--- config.mk ---
export PLATFORM = sky130hd
export DESIGN_NAME = lcps_cell
export DESIGN_NICKNAME = d
export VERILOG_FILES = /design/src/rtl/lcps_pkg.sv /design/src/rtl/lcps_cell.sv
export SDC_FILE = /design/constraint.sdc
export NUM_CORES = 1
export LEC_CHECK = 0
export ABC_AREA = 1
export BUFFER_PORTS_ARGS = -buffer_cell sky130_fd_sc_hd__buf_2
export CAP_MARGIN = 20
export CORE_UTILIZATION = 45
export DETAILED_ROUTE_END_ITERATION = 7
export GPL_ROUTABILITY_DRIVEN = 0
export PLACE_DENSITY = 0.75
export SLEW_MARGIN = 20
export SYNTH_ARGS = -nofsm -noshare
export SYNTH_HDL_FRONTEND = slang
export SYNTH_SLANG_ARGS = --single-unit
--- constraint.sdc ---
create_clock -name clk -period 1 [get_ports clk]
set_input_delay 0.2 -clock clk [delete_from_list [all_inputs] [get_ports clk]]
set_output_delay 0.2 -clock clk [all_outputs]
set_load 0.02 [all_outputs]
--- src/rtl/lcps_pkg.sv ---
package lcps_pkg;

  localparam int MAX_PEERS_DEF = 512;

  localparam int COUNT_W    = 16;
  localparam int TOTAL_W    = 32;
  localparam int LEN_W      = 24;
  localparam int SLOPE_W    = 16;
  localparam int ICPT_W     = 24;
  localparam int NPEER_W    = 10;
  localparam int PIDX_W     = 9;
  localparam int COSTI_W    = 18;
  localparam int COST_W     = 34;
  localparam int LOAD_W     = 52;
  localparam int PROD_W     = LEN_W + SLOPE_W;
  localparam int MUL_W      = COST_W + COUNT_W + 1;
  localparam int CFG_IDX_W  = 2;
  localparam int CFG_DATA_W = 24;

  localparam logic [CFG_IDX_W-1:0] CFG_ACTIVE_PEERS   = 2'd0;
  localparam logic [CFG_IDX_W-1:0] CFG_COST_SLOPE     = 2'd1;
  localparam logic [CFG_IDX_W-1:0] CFG_COST_INTERCEPT = 2'd2;

  localparam logic FUNC_ASSIGN  = 1'b0;
  localparam logic FUNC_RELEASE = 1'b1;

  localparam logic [NPEER_W-1:0] ACTIVE_PEERS_RST   = 10'd1;
  localparam logic [SLOPE_W-1:0] COST_SLOPE_RST     = 16'd565;
  localparam logic [ICPT_W-1:0]  COST_INTERCEPT_RST = 24'd7869202;

  localparam logic [COST_W-1:0]  COST_MAX  = {COST_W{1'b1}};
  localparam logic [LOAD_W-1:0]  LOAD_MAX  = {LOAD_W{1'b1}};
  localparam logic [COUNT_W-1:0] COUNT_MAX = {COUNT_W{1'b1}};
  localparam logic [TOTAL_W-1:0] TOTAL_MAX = {TOTAL_W{1'b1}};

  typedef struct packed {
    logic [COUNT_W-1:0] count;
    logic [TOTAL_W-1:0] total;
  } peer_state_t;

  typedef struct packed {
    logic               shift;
    peer_state_t        tail;
  } ring_ctl_t;

  typedef struct packed {
    logic              func;
    logic [LEN_W-1:0]  req_bytes;
    logic [PIDX_W-1:0] peer_index;
  } in_word_t;

  typedef struct packed {
    logic [PIDX_W-1:0]  chosen_peer;
    logic [COSTI_W-1:0] request_cost;
    logic [LOAD_W-1:0]  win_load;
  } out_word_t;

  typedef enum logic [2:0] {
    ST_IDLE,
    ST_MUL,
    ST_COST,
    ST_SCAN,
    ST_DRAIN,
    ST_UPD,
    ST_OUT
  } state_t;

endpackage

--- src/rtl/lcps_cell.sv ---
module lcps_cell (
  input  logic                 clk,
  input  logic                 rst_n,
  input  logic                 shift,
  input  lcps_pkg::peer_state_t d,
  output lcps_pkg::peer_state_t q
);

  lcps_pkg::peer_state_t state_r;

  always_ff @(posedge clk) begin
    if (!rst_n) begin
      state_r <= '0;
    end else if (shift) begin
      state_r <= d;
    end
  end

  assign q = state_r;

endmodule

==> metrics.txt <==
Max VDD drop about 890 uV; worst path arrival time 0.77 ns; type of origin of the critical path register; Post-synth EDFFs 0; Reg2Reg Depth 2; post-CTS setup buffers 0; global-route wire length before repair approximately 6000 um; cells after synthesis ~300; max reg flops 48; stages on the worst setup path 1; Max-cap violations 0; Worst path max stage delay 0.36 ns; part of the cycle the worst path needs 0.9719; Synth top area share 0.4870; Setup CP Type register to output pin; Most used DFF post-synth dfxtp_1; # DRC 0; Slew @ Worst Pin approximately 0.22 ns; Critical Path Sink q[34]; Slew Limit Headroom 0.8557; Congestion Overflow GR 0; Synth Register Bits 48; Setup crit end kind output pin; Die H between 60 and 70 um; Layout Cells excl Fill ~450; Port Buffers between 90 and 100; floorplan row count 23; largest net degree at the start of global routing 51; Die Width ~68 um; WL final roughly 4200 um; die area 4653 um^2; Final HPWL DP 2727 um; vias in the first global route approximately 1500; Hold Path Class input pin to register; syn_area_per_cell 6.491 um^2; Mapped Nets around 360; Initial Util 0.4795; CTS Hold Buffers Added 0; critical path startpoint q[34]; sequential fraction of the synthesis area 0.4870; minimum clock period approximately 0.97 ns; Leak approximately 0.0017 uW; n_diodes 0; mapped cell area slightly below 2000 um^2; clk slew on worst S/H paths 0.08 ns; first-iteration detailed-routing DRC count 107; CTS Root Cell clkbuf_8; r2r setup slk about 0.41 ns; critical path's top delay family flip-flops; Ys Warns 0; CP Buf/Inv Count 1; clk buf depth 2; total chip power between 4000 and 5000 uW; Synth area leaders dfxtp_1 (49%), nand2_1 (18%), nor2_1 (18%), inv_1 (9.1%), buf_6 (2.9%); RSZ-0062 raised after global routing yes; DRT Pass-1 Iters 4; worst clock skew 0 ns; initial antenna violation count 0; clock sink total 48; CP max stage cell dfxtp_2; endpoint of the lowest-slack register-to-register path q[45]; worst r2r src q[45]; crit path cell chain buf_6; GRT Overall Usage 0.1742; Max FO, Critical Path 2; largest area contributor in the netlist dfxtp_1; routed length per instance ~9.5 um; H-Tree Depth 2; Clock Latency Late Sink between 0.2 and 0.3 ns; Fin. Hold Viols 0; Nets roughly 450; TritonCTS buffer count 5; pwr/cell area around 1600 nW/um^2; Post-synth top cells nand2_1 (96), nor2_1 (96), dfxtp_1 (48), inv_1 (48), buf_2 (8); fmax between 1000 and 1500 MHz; layout overhead on the synthesized area 47.31%; Placeable Area 4115 um^2; DR vias roughly 1900; vias per std cell around 4.3; CTS tree yes; count of final setup violators 0; CP required about 0.80 ns; placed cells 440; status completed; final max-slew violation count 0; Post-DRT Antenna Nets 0; Netlist cell types 8; Ports 99; share of layout cells above drive strength 1 0.3970; Post-synth ARST share 0
==> worst register-to-register path, cell delays in order, from the launching register on <==
cell and delay [ns]:
dfxtp_2 0.33, nor2_1 0.11, nor2_1 0.05
==> stage by stage <==
step	utilization	hold WS, ns	instance area, um^2	setup TNS [ns]	setup WS, ns
after detailed placement	0.6063	0.4590	2495	0	0.1238
final	0.7063	0.1827	2907	0	0.02808
after global routing	0.7063	0.1846	2907	-0.006664	-0.005389
after global placement	0.6063	0.4535	2495	0	0.1518
after CTS	0.6601	0.1790	2716	0	0.0004280
after floorplan	-	0.3882	1973	0	0.1698
==> layer usage <==
| layer | GRT usage | share of wire | wire length [um] | vias up |
|---|---|---|---|---|
| met5 | 0 | 0 | 0 | - |
| met4 | 0.06250 | 0.0052 | 22 | 0 |
| met3 | 0.07833 | 0.085 | 362 | 2 |
| met2 | 0.2855 | 0.45 | 1914 | 72 |
| met1 | 0.1980 | 0.46 | 1936 | 794 |
| li1 | - | - | - | 1039 |
==> worst min-delay path by stage <==
stage,start,end,slack (ns),cells after the start
after floorplan,d[0],q[0],0.39,4
after global placement,q[3],q[3],0.45,2
after global routing,d[23],q[23],0.18,5
final,d[32],q[32],0.18,5
after CTS,d[14],q[14],0.18,5
after detailed placement,q[16],q[16],0.46,2
==> area by class of cell <==
class	count	area, um^2
repair buffers	102	795.8
fillers	354	1209
multi-input cells	192	720.7
well taps	50	62.56
clock buffers	7	96.34
clock inverters	1	30.03
flip-flops and latches	48	1021
inverters	48	180.2
==> cells by family (layout without fill, tap and decap cells) <==
kind of cell           Yosys count  count (layout)  share of synthesized area
AND/OR/NAND/NOR                192             192                     0.3653
flip-flops                      48              48                     0.4870
buffers and inverters           64             158                     0.1477
==> power breakdown <==
part | switching (uW) | internal [uW] | total [uW]
registers | 84.8 | 2070 | 2160
logic | 462 | 419 | 881
clock network | 612 | 882 | 1490
==> timing repair <==
action	4_1_cts	5_1_grt
cloned	0	0
gates resized for setup	40	84
endpoints found under the setup margin	36	48
==> layout by cell type, fill, tap and decap left out <==
| cell | netlist | routed |
|---|---|---|
| buf_6 | 5 | 28 |
| clkbuf_8 | 0 | 7 |
| buf_2 | 8 | 50 |
| buf_4 | 1 | 20 |
| buf_12 | 0 | 4 |
| bufinv_16 | 0 | 1 |
| nand2_1 | 96 | 96 |
| nor2_1 | 96 | 96 |
| inv_1 | 48 | 48 |
| dfxtp_2 | 0 | 48 |
Note: power is estimated with default switching activity, not from simulation.
