**src/rtl/lcps_pkg.sv**
```systemverilog
package lcps_pkg;

  localparam int MAX_PEERS_DEF = 512;

  localparam int COUNT_W    = 16;
  localparam int TOTAL_W    = 32;
  localparam int LEN_W      = 24;
  localparam int SLOPE_W    = 16;
  localparam int ICPT_W     = 24;
  localparam int NPEER_W    = 10;
  localparam int PIDX_W     = 9;
  localparam int COSTI_W    = 18;
  localparam int COST_W     = 34;
  localparam int LOAD_W     = 52;
  localparam int PROD_W     = LEN_W + SLOPE_W;
  localparam int MUL_W      = COST_W + COUNT_W + 1;
  localparam int CFG_IDX_W  = 2;
  localparam int CFG_DATA_W = 24;

  localparam logic [CFG_IDX_W-1:0] CFG_ACTIVE_PEERS   = 2'd0;
  localparam logic [CFG_IDX_W-1:0] CFG_COST_SLOPE     = 2'd1;
  localparam logic [CFG_IDX_W-1:0] CFG_COST_INTERCEPT = 2'd2;

  localparam logic FUNC_ASSIGN  = 1'b0;
  localparam logic FUNC_RELEASE = 1'b1;

  localparam logic [NPEER_W-1:0] ACTIVE_PEERS_RST   = 10'd1;
  localparam logic [SLOPE_W-1:0] COST_SLOPE_RST     = 16'd565;
  localparam logic [ICPT_W-1:0]  COST_INTERCEPT_RST = 24'd7869202;

  localparam logic [COST_W-1:0]  COST_MAX  = {COST_W{1'b1}};
  localparam logic [LOAD_W-1:0]  LOAD_MAX  = {LOAD_W{1'b1}};
  localparam logic [COUNT_W-1:0] COUNT_MAX = {COUNT_W{1'b1}};
  localparam logic [TOTAL_W-1:0] TOTAL_MAX = {TOTAL_W{1'b1}};

  typedef struct packed {
    logic [COUNT_W-1:0] count;
    logic [TOTAL_W-1:0] total;
  } peer_state_t;

  typedef struct packed {
    logic               shift;
    peer_state_t        tail;
  } ring_ctl_t;

  typedef struct packed {
    logic              func;
    logic [LEN_W-1:0]  req_bytes;
    logic [PIDX_W-1:0] peer_index;
  } in_word_t;

  typedef struct packed {
    logic [PIDX_W-1:0]  chosen_peer;
    logic [COSTI_W-1:0] request_cost;
    logic [LOAD_W-1:0]  win_load;
  } out_word_t;

  typedef enum logic [2:0] {
    ST_IDLE,
    ST_MUL,
    ST_COST,
    ST_SCAN,
    ST_DRAIN,
    ST_UPD,
    ST_OUT
  } state_t;

endpackage

```
**src/rtl/lcps_ctrl.sv**
```systemverilog
module lcps_ctrl #(
  parameter int MAX_PEERS = lcps_pkg::MAX_PEERS_DEF
) (
  input  logic                               clk,
  input  logic                               rst_n,
  input  logic                               in_valid,
  output logic                               in_ready,
  input  lcps_pkg::in_word_t                 in_data,
  output logic                               out_valid,
  input  logic                               out_ready,
  output lcps_pkg::out_word_t                out_data,
  input  logic                               cfg_valid,
  output logic                               cfg_ready,
  input  logic [lcps_pkg::CFG_IDX_W-1:0]     cfg_index,
  input  logic [lcps_pkg::CFG_DATA_W-1:0]    cfg_data,
  input  lcps_pkg::peer_state_t              head,
  output lcps_pkg::ring_ctl_t                ring_ctl
);

  localparam int IW   = (MAX_PEERS > 1) ? $clog2(MAX_PEERS) : 1;
  localparam int CMPW = ((IW > lcps_pkg::NPEER_W) ? IW : lcps_pkg::NPEER_W) + 1;
  localparam logic [IW-1:0] STEP_LAST = IW'(MAX_PEERS - 1);

  lcps_pkg::state_t state_r, state_nxt;

  logic [lcps_pkg::NPEER_W-1:0] active_peers_r;
  logic [lcps_pkg::SLOPE_W-1:0] slope_r;
  logic [lcps_pkg::ICPT_W-1:0]  icpt_r;

  logic                         func_r;
  logic [lcps_pkg::LEN_W-1:0]   len_r;
  logic [lcps_pkg::PIDX_W-1:0]  peer_r;
  logic [lcps_pkg::PROD_W-1:0]  prod_r;
  logic [lcps_pkg::COST_W-1:0]  cost_r;
  logic [lcps_pkg::PROD_W:0]    cost_sum;
  logic [lcps_pkg::COSTI_W-1:0] ci;

  logic [IW-1:0] step_r;
  logic          step_last;
  logic          drain_r;

  logic                         p1_v_r, p2_v_r;
  logic [IW-1:0]                p1_idx_r, p2_idx_r;
  logic [lcps_pkg::COUNT_W:0]   p1_cnt_r;
  logic [lcps_pkg::TOTAL_W-1:0] p1_tot_r, p2_tot_r;
  logic [lcps_pkg::MUL_W-1:0]   p2_mul_r;
  logic [lcps_pkg::LOAD_W:0]    load_sum;
  logic [lcps_pkg::LOAD_W-1:0]  load;

  logic [lcps_pkg::LOAD_W-1:0]  best_load_r;
  logic [IW-1:0]                best_idx_r;
  logic                         found_r;

  logic                         out_valid_r;
  lcps_pkg::out_word_t          out_data_r;
  logic                         out_load;

  logic                         hit;
  logic [lcps_pkg::TOTAL_W:0]   tot_add;
  lcps_pkg::peer_state_t        upd;

  assign step_last = (step_r == STEP_LAST);
  assign ci        = cost_r[lcps_pkg::COST_W-1:16];
  assign cost_sum  = (lcps_pkg::PROD_W+1)'(prod_r) + (lcps_pkg::PROD_W+1)'(icpt_r);

  // load = total in Q.16 plus cost * (count + 1)
  assign load_sum = (lcps_pkg::LOAD_W+1)'({p2_tot_r, 16'h0000})
                  + (lcps_pkg::LOAD_W+1)'(p2_mul_r);
  assign load     = (load_sum > (lcps_pkg::LOAD_W+1)'(lcps_pkg::LOAD_MAX)) ?
                    lcps_pkg::LOAD_MAX : load_sum[lcps_pkg::LOAD_W-1:0];

  // write-back of the word leaving the head of the ring
  always_comb begin
    hit = 1'b0;
    if (func_r == lcps_pkg::FUNC_ASSIGN) begin
      hit = (step_r == best_idx_r);
    end else begin
      hit = (CMPW'(step_r) == CMPW'(peer_r));
    end
    tot_add = (lcps_pkg::TOTAL_W+1)'(head.total) + (lcps_pkg::TOTAL_W+1)'(ci);
    upd = head;
    if (func_r == lcps_pkg::FUNC_ASSIGN) begin
      if (head.count != lcps_pkg::COUNT_MAX) upd.count = head.count + 1'b1;
      upd.total = tot_add[lcps_pkg::TOTAL_W] ? lcps_pkg::TOTAL_MAX :
                  tot_add[lcps_pkg::TOTAL_W-1:0];
    end else begin
      if (head.count != '0) upd.count = head.count - 1'b1;
      upd.total = (head.total > lcps_pkg::TOTAL_W'(ci)) ?
                  head.total - lcps_pkg::TOTAL_W'(ci) : '0;
    end
  end

  always_comb begin
    state_nxt      = state_r;
    ring_ctl.shift = 1'b0;
    ring_ctl.tail  = head;
    out_load       = 1'b0;
    case (state_r)
      lcps_pkg::ST_IDLE: begin
        if (in_valid) state_nxt = lcps_pkg::ST_MUL;
      end
      lcps_pkg::ST_MUL: begin
        state_nxt = lcps_pkg::ST_COST;
      end
      lcps_pkg::ST_COST: begin
        state_nxt = (func_r == lcps_pkg::FUNC_ASSIGN) ? lcps_pkg::ST_SCAN : lcps_pkg::ST_UPD;
      end
      lcps_pkg::ST_SCAN: begin
        ring_ctl.shift = 1'b1;
        if (step_last) state_nxt = lcps_pkg::ST_DRAIN;
      end
      lcps_pkg::ST_DRAIN: begin
        if (drain_r) state_nxt = lcps_pkg::ST_UPD;
      end
      lcps_pkg::ST_UPD: begin
        ring_ctl.shift = 1'b1;
        if (hit) ring_ctl.tail = upd;
        if (step_last) state_nxt = lcps_pkg::ST_OUT;
      end
      lcps_pkg::ST_OUT: begin
        if (!out_valid_r || out_ready) begin
          out_load  = 1'b1;
          state_nxt = lcps_pkg::ST_IDLE;
        end
      end
      default: state_nxt = lcps_pkg::ST_IDLE;
    endcase
  end

  always_ff @(posedge clk) begin
    if (!rst_n) begin
      state_r <= lcps_pkg::ST_IDLE;
    end else begin
      state_r <= state_nxt;
    end
  end

  always_ff @(posedge clk) begin
    if (!rst_n) begin
      active_peers_r <= lcps_pkg::ACTIVE_PEERS_RST;
      slope_r        <= lcps_pkg::COST_SLOPE_RST;
      icpt_r         <= lcps_pkg::COST_INTERCEPT_RST;
    end else if (cfg_valid) begin
      case (cfg_index)
        lcps_pkg::CFG_ACTIVE_PEERS:   active_peers_r <= cfg_data[lcps_pkg::NPEER_W-1:0];
        lcps_pkg::CFG_COST_SLOPE:     slope_r        <= cfg_data[lcps_pkg::SLOPE_W-1:0];
        lcps_pkg::CFG_COST_INTERCEPT: icpt_r         <= cfg_data;
        default: ;
      endcase
    end
  end

  always_ff @(posedge clk) begin
    if (!rst_n) begin
      step_r      <= '0;
      drain_r     <= 1'b0;
      p1_v_r      <= 1'b0;
      p2_v_r      <= 1'b0;
      found_r     <= 1'b0;
      out_valid_r <= 1'b0;
    end else begin
      if (state_r == lcps_pkg::ST_IDLE && in_valid) begin
        func_r <= in_data.func;
        len_r  <= in_data.req_bytes;
        peer_r <= in_data.peer_index;
      end
      if (state_r == lcps_pkg::ST_MUL) begin
        prod_r <= lcps_pkg::PROD_W'(len_r) * lcps_pkg::PROD_W'(slope_r);
      end
      if (state_r == lcps_pkg::ST_COST) begin
        cost_r      <= (cost_sum > (lcps_pkg::PROD_W+1)'(lcps_pkg::COST_MAX)) ?
                       lcps_pkg::COST_MAX : cost_sum[lcps_pkg::COST_W-1:0];
        best_load_r <= lcps_pkg::LOAD_MAX;
        best_idx_r  <= '0;
        found_r     <= 1'b0;
        step_r      <= '0;
        drain_r     <= 1'b0;
      end
      if (ring_ctl.shift) begin
        step_r <= step_last ? '0 : step_r + 1'b1;
      end
      if (state_r == lcps_pkg::ST_DRAIN) drain_r <= 1'b1;

      // load pipeline: capture, multiply, compare
      p1_v_r   <= (state_r == lcps_pkg::ST_SCAN) && (CMPW'(step_r) < CMPW'(active_peers_r));
      p1_idx_r <= step_r;
      p1_cnt_r <= (lcps_pkg::COUNT_W+1)'(head.count) + 1'b1;
      p1_tot_r <= head.total;
      p2_v_r   <= p1_v_r;
      p2_idx_r <= p1_idx_r;
      p2_tot_r <= p1_tot_r;
      p2_mul_r <= lcps_pkg::MUL_W'(cost_r) * lcps_pkg::MUL_W'(p1_cnt_r);
      // strict compare in ascending order keeps the lowest index on a tie
      if (p2_v_r && (!found_r || load < best_load_r)) begin
        best_load_r <= load;
        best_idx_r  <= p2_idx_r;
        found_r     <= 1'b1;
      end

      if (out_load) begin
        out_valid_r <= 1'b1;
      end else if (out_ready) begin
        out_valid_r <= 1'b0;
      end
      if (out_load) begin
        out_data_r.request_cost <= ci;
        if (func_r == lcps_pkg::FUNC_ASSIGN) begin
          out_data_r.chosen_peer <= lcps_pkg::PIDX_W'(best_idx_r);
          out_data_r.win_load    <= best_load_r;
        end else begin
          out_data_r.chosen_peer <= peer_r;
          out_data_r.win_load    <= '0;
        end
      end
    end
  end

  assign in_ready  = (state_r == lcps_pkg::ST_IDLE);
  assign cfg_ready = 1'b1;
  assign out_valid = out_valid_r;
  assign out_data  = out_data_r;

endmodule
```
**config.mk**
```make
export PLATFORM = sky130hd
export DESIGN_NAME = lcps_ctrl
export DESIGN_NICKNAME = d
export VERILOG_FILES = /design/src/rtl/lcps_pkg.sv /design/src/rtl/lcps_ctrl.sv
export SDC_FILE = /design/constraint.sdc
export NUM_CORES = 2
export LEC_CHECK = 0
export ABC_CLOCK_PERIOD_IN_PS = 16300
export BUFFER_PORTS_ARGS = -buffer_cell sky130_fd_sc_hd__buf_2
export CAP_MARGIN = 20
export CELL_PAD_IN_SITES_DETAIL_PLACEMENT = 1
export CELL_PAD_IN_SITES_GLOBAL_PLACEMENT = 2
export CORE_MARGIN = 3
export CORE_UTILIZATION = 45
export CTS_CLUSTER_SIZE = 14
export DETAILED_ROUTE_END_ITERATION = 12
export PLACE_DENSITY = 0.95
export SETUP_SLACK_MARGIN = 0.1
export SLEW_MARGIN = 5
export SYNTH_ARGS = -nofsm -noshare
export SYNTH_HDL_FRONTEND = slang
export SYNTH_SLANG_ARGS = --single-unit
export TNS_END_PERCENT = 50
```
**constraint.sdc**
```tcl
create_clock -name clk -period 16.3 [get_ports clk]
set_clock_uncertainty 0.1 [all_clocks]
set_input_delay 2.445 -clock clk [delete_from_list [all_inputs] [get_ports clk]]
set_output_delay 2.445 -clock clk [all_outputs]
set_load 0.01 [all_outputs]
```
==> qor.yml <==
n_fill_cell: 13480
critPathLaunch: "head[0]"
yosysWarningCount: 0
max-slew-margin-rel: 0.2166
synth_seq_cells: 465
clk_pin_slew_ns: 0.06
seq_area_frac_synth: 0.2455
grt_pass1_wl_um: 264600
chipWidth_um: 352.9
min_period_over_period: 0.5838
layout_commonest_cell: "nand2_1"
crit_path_cell_trace: "buf_2 -> ha_1 -> inv_1 -> fa_1 -> o21bai_1 -> a2111oi_0 -> o31a_1 -> nor4_1 -> o21ai_0 -> o31ai_1 -> and2_1 -> a21oi_1 -> o21ai_1 -> buf_2"
cpPeakStageDelay_ns: 0.78
port_buffers: 242
antenna_found_initial: 8
placementRows: 126
r2r_start: "slope_r[15]$_SDFFE_PN0P_"
fin_crit_ns: 9.516
grt_use_total: 0.2710
ff2ff_setup_slack_ns: 8.34
core_um2: 118700
crit_top_cell: "buf_2"
ys_async_sr_fraction: 0
yosys.area.top_type: "fa_1"
status: "completed"
syn_inst: 5709
cap_viol_max_count: 0
drt-pass1-iter-count: 5
synth_edf_count: 398
grt_pass1_vias: 46090
yosysTopAreaCellShare: 0.2917
setup_viol: 0
cpMaxStageDelayCell: "nor4_1"
syn-num-nets: 7004
cts_root_buffer: "clkbuf_16"
initial_core_util: 0.4562
dr.first_iter.drc_count: 2630
finalWirelength_um: 169700
overflow: 0
vias: 41430
post-route-drc-count: 0
min_path_cells: 0
avgViaCountPerCell: 5.581
drive_gt1_frac: 0.07756
syn_avg_cell_area_um2: 9.485
cts_buffers: 53
synthTopCellsByArea: "fa_1, edfxtp_1, ha_1, nand2_1, inv_1"
crit_type: "input pin to primary output"
cts_max_path_buffers: 3
drt-wirelength-per-cell_um: 22.87
crit_arrival_ns: 6.97
netlist_area_um2: 54150
synthToLayoutAreaGrowth_pct: 8.408
critPathRequiredTime_ns: 13.76
finalHoldViolCount: 0
dieArea_um2: 124500
startpoint_type: "input pin"
cts_resized: 0
ys.flop_type: "edfxtp_1"
cts-hold-fix-buffers: 0
drtAntennaViolNets: 0
grt_max_degree: 85
clock-sinks: 465
tritoncts: "built"
setup_tns_ns: 0
post_cts_buffers: 0
dp_hpwl_um: 129800
insertion_delay_ns: 0.65
path_max_fanout: 11
layout_common_cells: "nand2_1, inv_1, fa_1, edfxtp_1, ha_1"
reg2regPathDepth: 21
num_io_pins: 244
nets: 7069
rsz0062_at_grt: "no"
fmax_mhz: 105.1
endpoint_kind: "primary output"
hold_start: "p1_idx_r[8]$_DFFE_PP_"
dieHeight_um: 352.9
gp_congestion: 0.8912
yosysUniqueCellTypes: 89
h-tree-depth: 2
hold_path.class: "flip-flop to flip-flop"
tightest_slew_ns: 1.173
timing.final.max_slew_violations: 0
==> worst max-delay path: cells and delay by family <==
| family | cells | cell delay, ns |
|---|---|---|
| AO/OA/AOI/OAI | 7 | 2.00 |
| AND/OR/NAND/NOR | 2 | 1.54 |
| adder cells (fa/ha/maj) | 2 | 0.58 |
| buffers and inverters | 3 | 0.41 |
==> final timing paths <==
kind                           end
max                   ring_ctl[10]
min          p2_idx_r[8]$_DFFE_PP_
max reg2reg   prod_r[38]$_DFFE_PP_
min reg2reg  p2_idx_r[8]$_DFFE_PP_
==> cell type report <==
type	count	area, um^2	area share
clock inverters	28	406.6	0.006927
diodes	8	20.02	0.0003410
flip-flops and latches	465	13290	0.2264
multi-input cells	4012	36240	0.6174
repair buffers	308	1729	0.02946
clock buffers	68	1505	0.02564
inverters	934	3506	0.05972
well taps	1600	2002	0.03410
==> registers in the layout, summed over array words and instances, names as in the netlist <==
signal and flops:
out_data 79, best_load_r 52, p2_mul_r 51, prod_r 40, cost_r 34, p1_tot_r 32, p2_tot_r 32, icpt_r 24
len_r 24, p1_cnt_r 17, slope_r 16, active_peers_r 10, best_idx_r 9, p1_idx_r 9, p2_idx_r 9, peer_r 9
step_r 9, state_r 3, drain_r 1, found_r 1, func_r 1, out_valid 1, p1_v_r 1, p2_v_r 1
==> Yosys cell counts (117+ instances only) <==
cell / number
and2_1: 279
nand2_1: 955
ha_1: 393
a21o_1: 121
nor2_1: 223
inv_1: 932
xnor2_1: 117
edfxtp_1: 398
clkbuf_1: 283
o21ai_0: 130
fa_1: 789
a21oi_1: 212
==> stage by stage <==
stage | instance area [um^2] | util | hold slack, ns | setup slack (ns) | instances
2_1_floorplan | 54150 | - | 0.3003 | 8.379 | 5709
3_3_place_gp | 56740 | 0.4779 | 0.3003 | 7.107 | 7316
3_5_place_dp | 56740 | 0.4779 | 0.3052 | 7.062 | 7316
4_1_cts | 58650 | 0.4940 | 0.3182 | 6.946 | 7412
5_1_grt | 58700 | 0.4945 | 0.3257 | 6.617 | 7422
6_report | 58710 | 0.4945 | 0.3184 | 6.784 | 7423
==> kinds of logic after synthesis <==
group           synth area share
buf+inv                  0.08614
mux                     0.004529
fa+ha+maj                 0.3825
simple gates              0.1584
compound gates           0.09085
flops                     0.2455
xor+xnor                 0.03202
other cells           0.00006925
==> layer usage <==
layer,part of all wire,global-route usage
met2,0.50,0.4783
met1,0.41,0.3414
met4,0.040,0.1005
met5,0,0
met3,0.055,0.03156
Power is left out: the tool's default activity adds up to more than one toggle a clock period on the data nets, which glitch-free logic cannot reach.
